File: src/rtl/eswdm_pkg.sv
// ----------------------------------------------------------------------------
// eswdm_pkg
// types and constants shared by the mixer controller and datapath
// ----------------------------------------------------------------------------
package eswdm_pkg;

  localparam int SMP_W  = 16;
  localparam int ENV_W  = 16;
  localparam int FLAG_W = 5;
  localparam int IDX_W  = 3;

  // register indexes
  localparam logic [IDX_W-1:0] REG_ENV_DL  = 3'd0;
  localparam logic [IDX_W-1:0] REG_ENV_DR  = 3'd1;
  localparam logic [IDX_W-1:0] REG_ENV_WET = 3'd2;
  localparam logic [IDX_W-1:0] REG_STEP_DL = 3'd3;
  localparam logic [IDX_W-1:0] REG_STEP_DR = 3'd4;
  localparam logic [IDX_W-1:0] REG_STEP_WT = 3'd5;
  localparam logic [IDX_W-1:0] REG_FLAGS   = 3'd6;

  // mix flag bit positions
  localparam int FLAG_DRY_R = 0;
  localparam int FLAG_DRY_L = 1;
  localparam int FLAG_WET_R = 2;
  localparam int FLAG_WET_L = 3;
  localparam int FLAG_SWAP  = 4;

  // inversion masks
  localparam logic [SMP_W-1:0] MASK_DRY   = 16'hFFFF;
  localparam logic [SMP_W-1:0] MASK_WET_L = 16'hFFFC;
  localparam logic [SMP_W-1:0] MASK_WET_R = 16'hFFFE;

  // controller to datapath commands
  typedef struct packed {
    logic cap_in;
    logic dry;
    logic wet;
    logic load_out;
  } eswdm_cmd_t;

  function automatic logic [SMP_W-1:0] sat_add16(logic signed [SMP_W-1:0] a,
                                                 logic signed [SMP_W-1:0] b);
    logic signed [SMP_W:0] s;
    s = {a[SMP_W-1], a} + {b[SMP_W-1], b};
    if (s[SMP_W] != s[SMP_W-1]) begin
      return s[SMP_W] ? {1'b1, {(SMP_W-1){1'b0}}} : {1'b0, {(SMP_W-1){1'b1}}};
    end
    return s[SMP_W-1:0];
  endfunction

endpackage

File: src/rtl/eswdm_ctrl.sv
// ----------------------------------------------------------------------------
// eswdm_ctrl
// sequencer for capture, dry scale, wet scale and result load
// ----------------------------------------------------------------------------
module eswdm_ctrl
  import eswdm_pkg::*;
(
  input  logic       clk,
  input  logic       rst,
  input  logic       in_valid,
  output logic       in_ready,
  output logic       out_valid,
  input  logic       out_ready,
  output eswdm_cmd_t cmd
);

  typedef enum logic [3:0] {
    ST_IDLE = 4'b0001,
    ST_DRY  = 4'b0010,
    ST_WET  = 4'b0100,
    ST_DONE = 4'b1000
  } state_t;

  state_t state, state_next;
  logic   out_valid_next;
  logic   out_free;

  assign in_ready = (state == ST_IDLE);
  assign out_free = !out_valid || out_ready;

  always_comb begin
    state_next   = state;
    cmd          = '0;
    unique case (state)
      ST_IDLE: begin
        if (in_valid) begin
          cmd.cap_in = 1'b1;
          state_next = ST_DRY;
        end
      end
      ST_DRY: begin
        cmd.dry    = 1'b1;
        state_next = ST_WET;
      end
      ST_WET: begin
        cmd.wet    = 1'b1;
        state_next = ST_DONE;
      end
      ST_DONE: begin
        if (out_free) begin
          cmd.load_out = 1'b1;
          state_next   = ST_IDLE;
        end
      end
      default: state_next = ST_IDLE;
    endcase
  end

  always_comb begin
    out_valid_next = out_valid;
    if (cmd.load_out) begin
      out_valid_next = 1'b1;
    end else if (out_ready) begin
      out_valid_next = 1'b0;
    end
  end

  always_ff @(posedge clk) begin
    if (rst) begin
      state     <= ST_IDLE;
      out_valid <= 1'b0;
    end else begin
      state     <= state_next;
      out_valid <= out_valid_next;
    end
  end

endmodule

File: src/rtl/eswdm_datapath.sv
// ----------------------------------------------------------------------------
// eswdm_datapath
// registers, envelopes, scaling multipliers and saturating adders
// ----------------------------------------------------------------------------
module eswdm_datapath
  import eswdm_pkg::*;
#(
  parameter int GROUP_SIZE = 8
) (
  input  logic                    clk,
  input  logic                    rst,
  input  eswdm_cmd_t              cmd,
  input  logic                    cfg_we,
  input  logic [IDX_W-1:0]        cfg_index,
  input  logic [ENV_W-1:0]        cfg_data,
  input  logic signed [SMP_W-1:0] sample,
  input  logic signed [SMP_W-1:0] dry_left_acc,
  input  logic signed [SMP_W-1:0] dry_right_acc,
  input  logic signed [SMP_W-1:0] wet_left_acc,
  input  logic signed [SMP_W-1:0] wet_right_acc,
  input  logic                    block_end,
  output logic signed [SMP_W-1:0] dry_left_sum,
  output logic signed [SMP_W-1:0] dry_right_sum,
  output logic signed [SMP_W-1:0] wet_left_sum,
  output logic signed [SMP_W-1:0] wet_right_sum
);

  localparam int POS_W = (GROUP_SIZE > 1) ? $clog2(GROUP_SIZE) : 1;
  localparam logic [POS_W-1:0] POS_LAST = POS_W'(GROUP_SIZE - 1);

  // configuration
  logic [ENV_W-1:0]  start_dl, start_dr, start_wet;
  logic [ENV_W-1:0]  step_dl, step_dr, step_wet;
  logic [FLAG_W-1:0] flags;
  logic              reload;

  // running state
  logic [ENV_W-1:0] env_dl, env_dr, env_wet;
  logic [POS_W-1:0] pos;
  logic             group_done;

  // item registers
  logic signed [SMP_W-1:0] smp_q, acc_dl_q, acc_dr_q, acc_wl_q, acc_wr_q;
  logic                    blk_q;
  logic signed [SMP_W-1:0] dry_l_q, dry_r_q, wet_l_q, wet_r_q;

  logic signed [2*SMP_W:0] p_dl, p_dr, p_wl, p_wr;
  logic [SMP_W-1:0]        m_dl, m_dr, m_wl, m_wr;
  logic signed [SMP_W-1:0] wl_src, wr_src;

  always_ff @(posedge clk) begin
    if (rst) begin
      start_dl  <= '0;
      start_dr  <= '0;
      start_wet <= '0;
      step_dl   <= '0;
      step_dr   <= '0;
      step_wet  <= '0;
      flags     <= '0;
    end else if (cfg_we) begin
      unique case (cfg_index)
        REG_ENV_DL:  start_dl  <= cfg_data;
        REG_ENV_DR:  start_dr  <= cfg_data;
        REG_ENV_WET: start_wet <= cfg_data;
        REG_STEP_DL: step_dl   <= cfg_data;
        REG_STEP_DR: step_dr   <= cfg_data;
        REG_STEP_WT: step_wet  <= cfg_data;
        REG_FLAGS:   flags     <= cfg_data[FLAG_W-1:0];
        default:     ;
      endcase
    end
  end

  // a write to any listed register asks for an envelope reload next cycle
  always_ff @(posedge clk) begin
    if (rst) begin
      reload <= 1'b0;
    end else begin
      reload <= cfg_we && (cfg_index <= REG_FLAGS);
    end
  end

  assign group_done = (pos == POS_LAST) || blk_q;

  // envelopes reload through the registered reload flag, stepping follows the wet scale
  always_ff @(posedge clk) begin
    if (rst) begin
      env_dl  <= '0;
      env_dr  <= '0;
      env_wet <= '0;
      pos     <= '0;
    end else if (reload) begin
      env_dl  <= start_dl;
      env_dr  <= start_dr;
      env_wet <= start_wet;
    end else if (cmd.wet) begin
      if (group_done) begin
        pos     <= '0;
        env_dl  <= env_dl + step_dl;
        env_dr  <= env_dr + step_dr;
        env_wet <= env_wet + step_wet;
      end else begin
        pos <= pos + 1'b1;
      end
    end
  end

  assign m_dl = flags[FLAG_DRY_L] ? MASK_DRY   : '0;
  assign m_dr = flags[FLAG_DRY_R] ? MASK_DRY   : '0;
  assign m_wl = flags[FLAG_WET_L] ? MASK_WET_L : '0;
  assign m_wr = flags[FLAG_WET_R] ? MASK_WET_R : '0;

  assign p_dl = smp_q   * $signed({1'b0, env_dl});
  assign p_dr = smp_q   * $signed({1'b0, env_dr});
  assign p_wl = dry_l_q * $signed({1'b0, env_wet});
  assign p_wr = dry_r_q * $signed({1'b0, env_wet});

  assign wl_src = flags[FLAG_SWAP] ? wet_r_q : wet_l_q;
  assign wr_src = flags[FLAG_SWAP] ? wet_l_q : wet_r_q;

  always_ff @(posedge clk) begin
    if (cmd.cap_in) begin
      smp_q    <= sample;
      acc_dl_q <= dry_left_acc;
      acc_dr_q <= dry_right_acc;
      acc_wl_q <= wet_left_acc;
      acc_wr_q <= wet_right_acc;
      blk_q    <= block_end;
    end
    if (cmd.dry) begin
      dry_l_q <= p_dl[2*SMP_W-1:SMP_W] ^ m_dl;
      dry_r_q <= p_dr[2*SMP_W-1:SMP_W] ^ m_dr;
    end
    if (cmd.wet) begin
      wet_l_q <= p_wl[2*SMP_W-1:SMP_W] ^ m_wl;
      wet_r_q <= p_wr[2*SMP_W-1:SMP_W] ^ m_wr;
    end
    if (cmd.load_out) begin
      dry_left_sum  <= sat_add16(acc_dl_q, dry_l_q);
      dry_right_sum <= sat_add16(acc_dr_q, dry_r_q);
      wet_left_sum  <= sat_add16(acc_wl_q, wl_src);
      wet_right_sum <= sat_add16(acc_wr_q, wr_src);
    end
  end

endmodule

File: src/rtl/envelope_stereo_wet_dry_mixer_top.sv
// ----------------------------------------------------------------------------
// envelope_stereo_wet_dry_mixer_top
// envelope-scaled mono to stereo dry/wet mixer with saturating accumulation
// ----------------------------------------------------------------------------
// usage
// - the slave stream carries one mono sample and the four accumulator samples
//   at that position; tlast marks the final sample of a block
// - the master stream returns the four saturated accumulator sums per item
// - the user must write registers on the cfg port only while no item is in
//   flight, which the block does not enforce; any write to a listed register
//   reloads the three running envelopes from the start registers
// sequence
// - each item is captured, scaled dry, scaled wet, then its saturated sums
//   load into the output register once that register is free; the next
//   item is taken only after the result loads, so items go one at a time
// reset
// - synchronous; clears cfg registers, envelopes, group position and m_tvalid
// stall
// - a stalled result holds in the output register while the next item is
//   worked on; that item waits in its last step until the result is taken
// ----------------------------------------------------------------------------
module envelope_stereo_wet_dry_mixer_top
  import eswdm_pkg::*;
#(
  parameter int GROUP_SIZE = 8
) (
  input  logic              clk,
  input  logic              rst,
  // configuration write port
  input  logic              cfg_we,
  input  logic [IDX_W-1:0]  cfg_index,
  input  logic [ENV_W-1:0]  cfg_data,
  // input stream
  input  logic              s_tvalid,
  output logic              s_tready,
  // sample, dry_left_acc, dry_right_acc, wet_left_acc, wet_right_acc
  input  logic [79:0]       s_tdata,
  // block_end
  input  logic              s_tlast,
  // result stream
  output logic              m_tvalid,
  input  logic              m_tready,
  // dry_left_sum, dry_right_sum, wet_left_sum, wet_right_sum
  output logic [63:0]       m_tdata
);

  eswdm_cmd_t cmd;

  logic signed [SMP_W-1:0] dry_left_sum, dry_right_sum;
  logic signed [SMP_W-1:0] wet_left_sum, wet_right_sum;

  // sequencer: owns the handshakes and the output valid flag
  eswdm_ctrl u_ctrl (
    .clk       (clk),
    .rst       (rst),
    .in_valid  (s_tvalid),
    .in_ready  (s_tready),
    .out_valid (m_tvalid),
    .out_ready (m_tready),
    .cmd       (cmd)
  );

  // datapath: registers, envelopes, multipliers, saturation
  eswdm_datapath #(
    .GROUP_SIZE (GROUP_SIZE)
  ) u_dp (
    .clk           (clk),
    .rst           (rst),
    .cmd           (cmd),
    .cfg_we        (cfg_we),
    .cfg_index     (cfg_index),
    .cfg_data      (cfg_data),
    .sample        ($signed(s_tdata[15:0])),
    .dry_left_acc  ($signed(s_tdata[31:16])),
    .dry_right_acc ($signed(s_tdata[47:32])),
    .wet_left_acc  ($signed(s_tdata[63:48])),
    .wet_right_acc ($signed(s_tdata[79:64])),
    .block_end     (s_tlast),
    .dry_left_sum  (dry_left_sum),
    .dry_right_sum (dry_right_sum),
    .wet_left_sum  (wet_left_sum),
    .wet_right_sum (wet_right_sum)
  );

  assign m_tdata = {wet_right_sum, wet_left_sum, dry_right_sum, dry_left_sum};

endmodule

File: config.mk
export PLATFORM = sky130hd
export DESIGN_NAME = envelope_stereo_wet_dry_mixer_top
export DESIGN_NICKNAME = d
export VERILOG_FILES = /design/src/rtl/eswdm_pkg.sv /design/src/rtl/eswdm_ctrl.sv /design/src/rtl/eswdm_datapath.sv /design/src/rtl/envelope_stereo_wet_dry_mixer_top.sv
export SDC_FILE = /design/constraint.sdc
export NUM_CORES = 2
export LEC_CHECK = 0
export ABC_AREA = 1
export ABC_CLOCK_PERIOD_IN_PS = 6200
export BUFFER_PORTS_ARGS = -buffer_cell sky130_fd_sc_hd__buf_2
export CAP_MARGIN = 20
export CORE_UTILIZATION = 60
export CTS_CLUSTER_DIAMETER = 80
export DETAILED_ROUTE_END_ITERATION = 7
export PLACE_DENSITY_LB_ADDON = 0.05
export SKIP_CTS_REPAIR_TIMING = 1
export SLEW_MARGIN = 25
export SYNTH_ARGS = -nofsm -noshare
export SYNTH_HDL_FRONTEND = slang
export SYNTH_HIERARCHICAL = 1
export SYNTH_SLANG_ARGS = --single-unit
File: constraint.sdc
create_clock -name clk -period 6.2 [get_ports clk]
set_input_delay 1.24 -clock clk [delete_from_list [all_inputs] [get_ports clk]]
set_output_delay 1.24 -clock clk [all_outputs]
set_load 0.05 [all_outputs]
==> impl_metrics.json <==
{
  "status": "completed",
  "syn_nets": 9018,
  "pre_cts_slack_ps": 272,
  "htree_num_levels": 2,
  "ys_warn_count": 6,
  "cp.required_ps": 6590,
  "timing.final.hold_violations": 0,
  "drt_iter0_drc": 3552,
  "io_pins": 171,
  "fin_util": 0.654,
  "p_switching_uw": 2610,
  "power_density_nw_per_um2": 125,
  "grt_overflow": 0,
  "worstSetupStartpointType": "flip-flop",
  "drc": 0,
  "worstHoldStart": "u_dp/pos[0]",
  "drt-total-wl_mm": 158,
  "final.period_utilization": 0.961,
  "combPwrFrac": 0.260,
  "grt_pass1_vias": 47800,
  "final_nets": 9113,
  "min_period_ps": 5960,
  "antenna_left": 0,
  "vias": 47300,
  "rsz0062_at_grt": "false",
  "cp_num_cells": 23,
  "drive_gt1_frac": 0.0627,
  "grt_start_max_net_pins": 92,
  "ctsLongestPathBuffers": 3,
  "row_count": 112,
  "r2r-start": "u_dp/env_wet[2]",
  "cts_tree": "built",
  "track_usage": 0.338,
  "slowest_delay_ps": 890,
  "final_cell_mix": "nand2_1 (2090), inv_1 (1816), fa_1 (779), ha_1 (567), nor2_1 (512)",
  "firstDrtPassIters": 6,
  "cap_violations": 0,
  "yosysSeqAreaShare": 0.166,
  "wl_per_cell_um": 17.6,
  "peakVddDrop_v": 0.000245,
  "grt_pass1_wl_mm": 252,
  "io_buffer_count": 170,
  "crit_start": "u_dp/env_wet[2]",
  "coreArea_um2": 93500,
  "power.share.clock": 0.372,
  "cts-root-buf": "clkbuf_16",
  "cpMaxStageDelayCell": "dfxtp_1",
  "arrival_ps": 6350,
  "fmaxAchievable_ghz": 0.168,
  "hpwl_mm": 127,
  "syn-cell-area_um2": 56700,
  "critPathBufInv": 7,
  "numCtsBuffers": 47,
  "crit_end": "u_dp/wet_r_q[15]",
  "intPower_uw": 5060,
  "netlist_instances": 7567,
  "clock_latency_ps": 670,
  "finalSetupTns_ps": 0,
  "fill_cells": 8433,
  "crit_chain": "buf_4, nand2_1, fa_1, inv_1, fa_1, inv_1, fa_1, inv_1, fa_1, fa_1, inv_1, fa_1, inv_1, ha_1, nand2_1, o21ai_0, a21oi_1, nand2_1, nand2_1, nand2_1, nand2_1, nand2_1, inv_1",
  "die_y_um": 309,
  "antenna_found_initial": 7,
  "syn_to_final_growth_pct": 7.85,
  "crit_path_end_kind": "flip-flop",
  "final_common_cell": "nand2_1",
  "initial_core_util": 0.607,
  "synth_flop_cell": "edfxtp_1",
  "slew_headroom": 0.288,
  "cts.sinks": 367,
  "worst_pin_slew_ps": 1070,
  "setup_violations": 0,
  "critPathMaxFanout": 12,
  "r2r_slack_ps": 240,
  "timing.hold.ws_ps": 475,
  "async_flop_share": 0,
  "rr_endpoint": "u_dp/wet_r_q[15]",
  "synth-edff-count": 209,
  "min_path_type": "flip-flop to flip-flop",
  "place_area_um2": 59500,
  "seqPwrFrac": 0.368,
  "synth_top_area_frac": 0.275,
  "slew_viol_final": 0,
  "path_common_cell": "nand2_1",
  "synth_area_per_cell_um2": 7.49,
  "synthDistinctLibCells": 41,
  "fin_skew_ps": 87.0,
  "synth-seq-cells": 367,
  "worst_slack_ps": 244,
  "synth_top_cell_by_area": "fa_1",
  "yosys-top-cells-area": "fa_1 (27%), nand2_1 (14%), ha_1 (13%)",
  "routed_via_density": 5.28,
  "p_sw_frac": 0.340,
  "path_clk_slew_ps": 60,
  "dieWidth_um": 309,
  "final_cell_area_um2": 61200,
  "place.gp.congestion": 0.949,
  "r2r_cells": 23,
  "worstSetupPathType": "flip-flop to flip-flop",
  "crit_family": "adder cells",
  "die_area_um2": 95800,
  "p_leak_uw": 0.0350
}
[per-stage QoR]
stage | cells | power (µW)
2_1_floorplan | 7567 | 4230
3_3_place_gp | 8861 | 4810
3_5_place_dp | 8861 | 4830
4_1_cts | 8947 | 7710
5_1_grt | 8953 | 8050
6_report | 8955 | 7660
[per-layer routing]
layer  track usage  up-vias  share of wire
met5             0        -       0.000095
met4         0.118        4          0.034
met3        0.0372      257          0.065
met2         0.570     1536           0.48
met1         0.450    22800           0.43
li1              -    22700              -
[area by class of cell]
type	count	area, µm²	share of cell area
multi-input combinational	5079	39300	0.642
sequential	367	9440	0.154
inverter	1826	6860	0.112
timing repair buffer	341	2420	0.0396
tap	1254	1570	0.0257
clock buffer	61	1330	0.0218
clock inverter	25	288	0.00470
antenna	2	5.00	0.0000818
[worst register-to-register path, delay by kind of cell (launching register included)]
family | cells | cell delay (ps)
compound gates | 2 | 510
simple gates | 7 | 690
buf+inv | 7 | 750
flops | 1 | 890
fa+ha+maj | 7 | 2900
[Yosys cell counts (all sizes together), types with 50 or more instances]
library cell	instances
a21oi	271
xnor2	50
nand3	185
inv	1820
dfxtp	158
o21ai	210
clkbuf	262
nor2	522
fa	779
edfxtp	209
nand3b	53
xor2	96
ha	567
nand2	2105
[worst min-delay path by stage]
stage	end	slack (ps)	depth (start not counted)
after floorplan	u_dp/pos[0]	440	1
after global placement	u_dp/pos[2]	460	2
after detailed placement	u_dp/pos[0]	460	1
after CTS	u_dp/pos[0]	470	1
after global routing	u_dp/pos[2]	500	2
final	u_dp/pos[0]	470	1
[power groups by stage]
stage	registers (µW)	logic, µW	clock network, µW
after floorplan	2810	1420	0
final	2820	1990	2850
after CTS	2820	1970	2910
after global routing	2830	2240	2980
after detailed placement	2870	1960	0
after global placement	2870	1930	0
[logic make-up after synthesis]
family / Yosys count / synth area share
compound gates: 587 / 0.0562
fa+ha+maj: 1346 / 0.400
flops: 367 / 0.166
xor+xnor: 146 / 0.0225
buf+inv: 2121 / 0.142
simple gates: 3000 / 0.213
No activity file was read; power rests on OpenSTA's default activity.
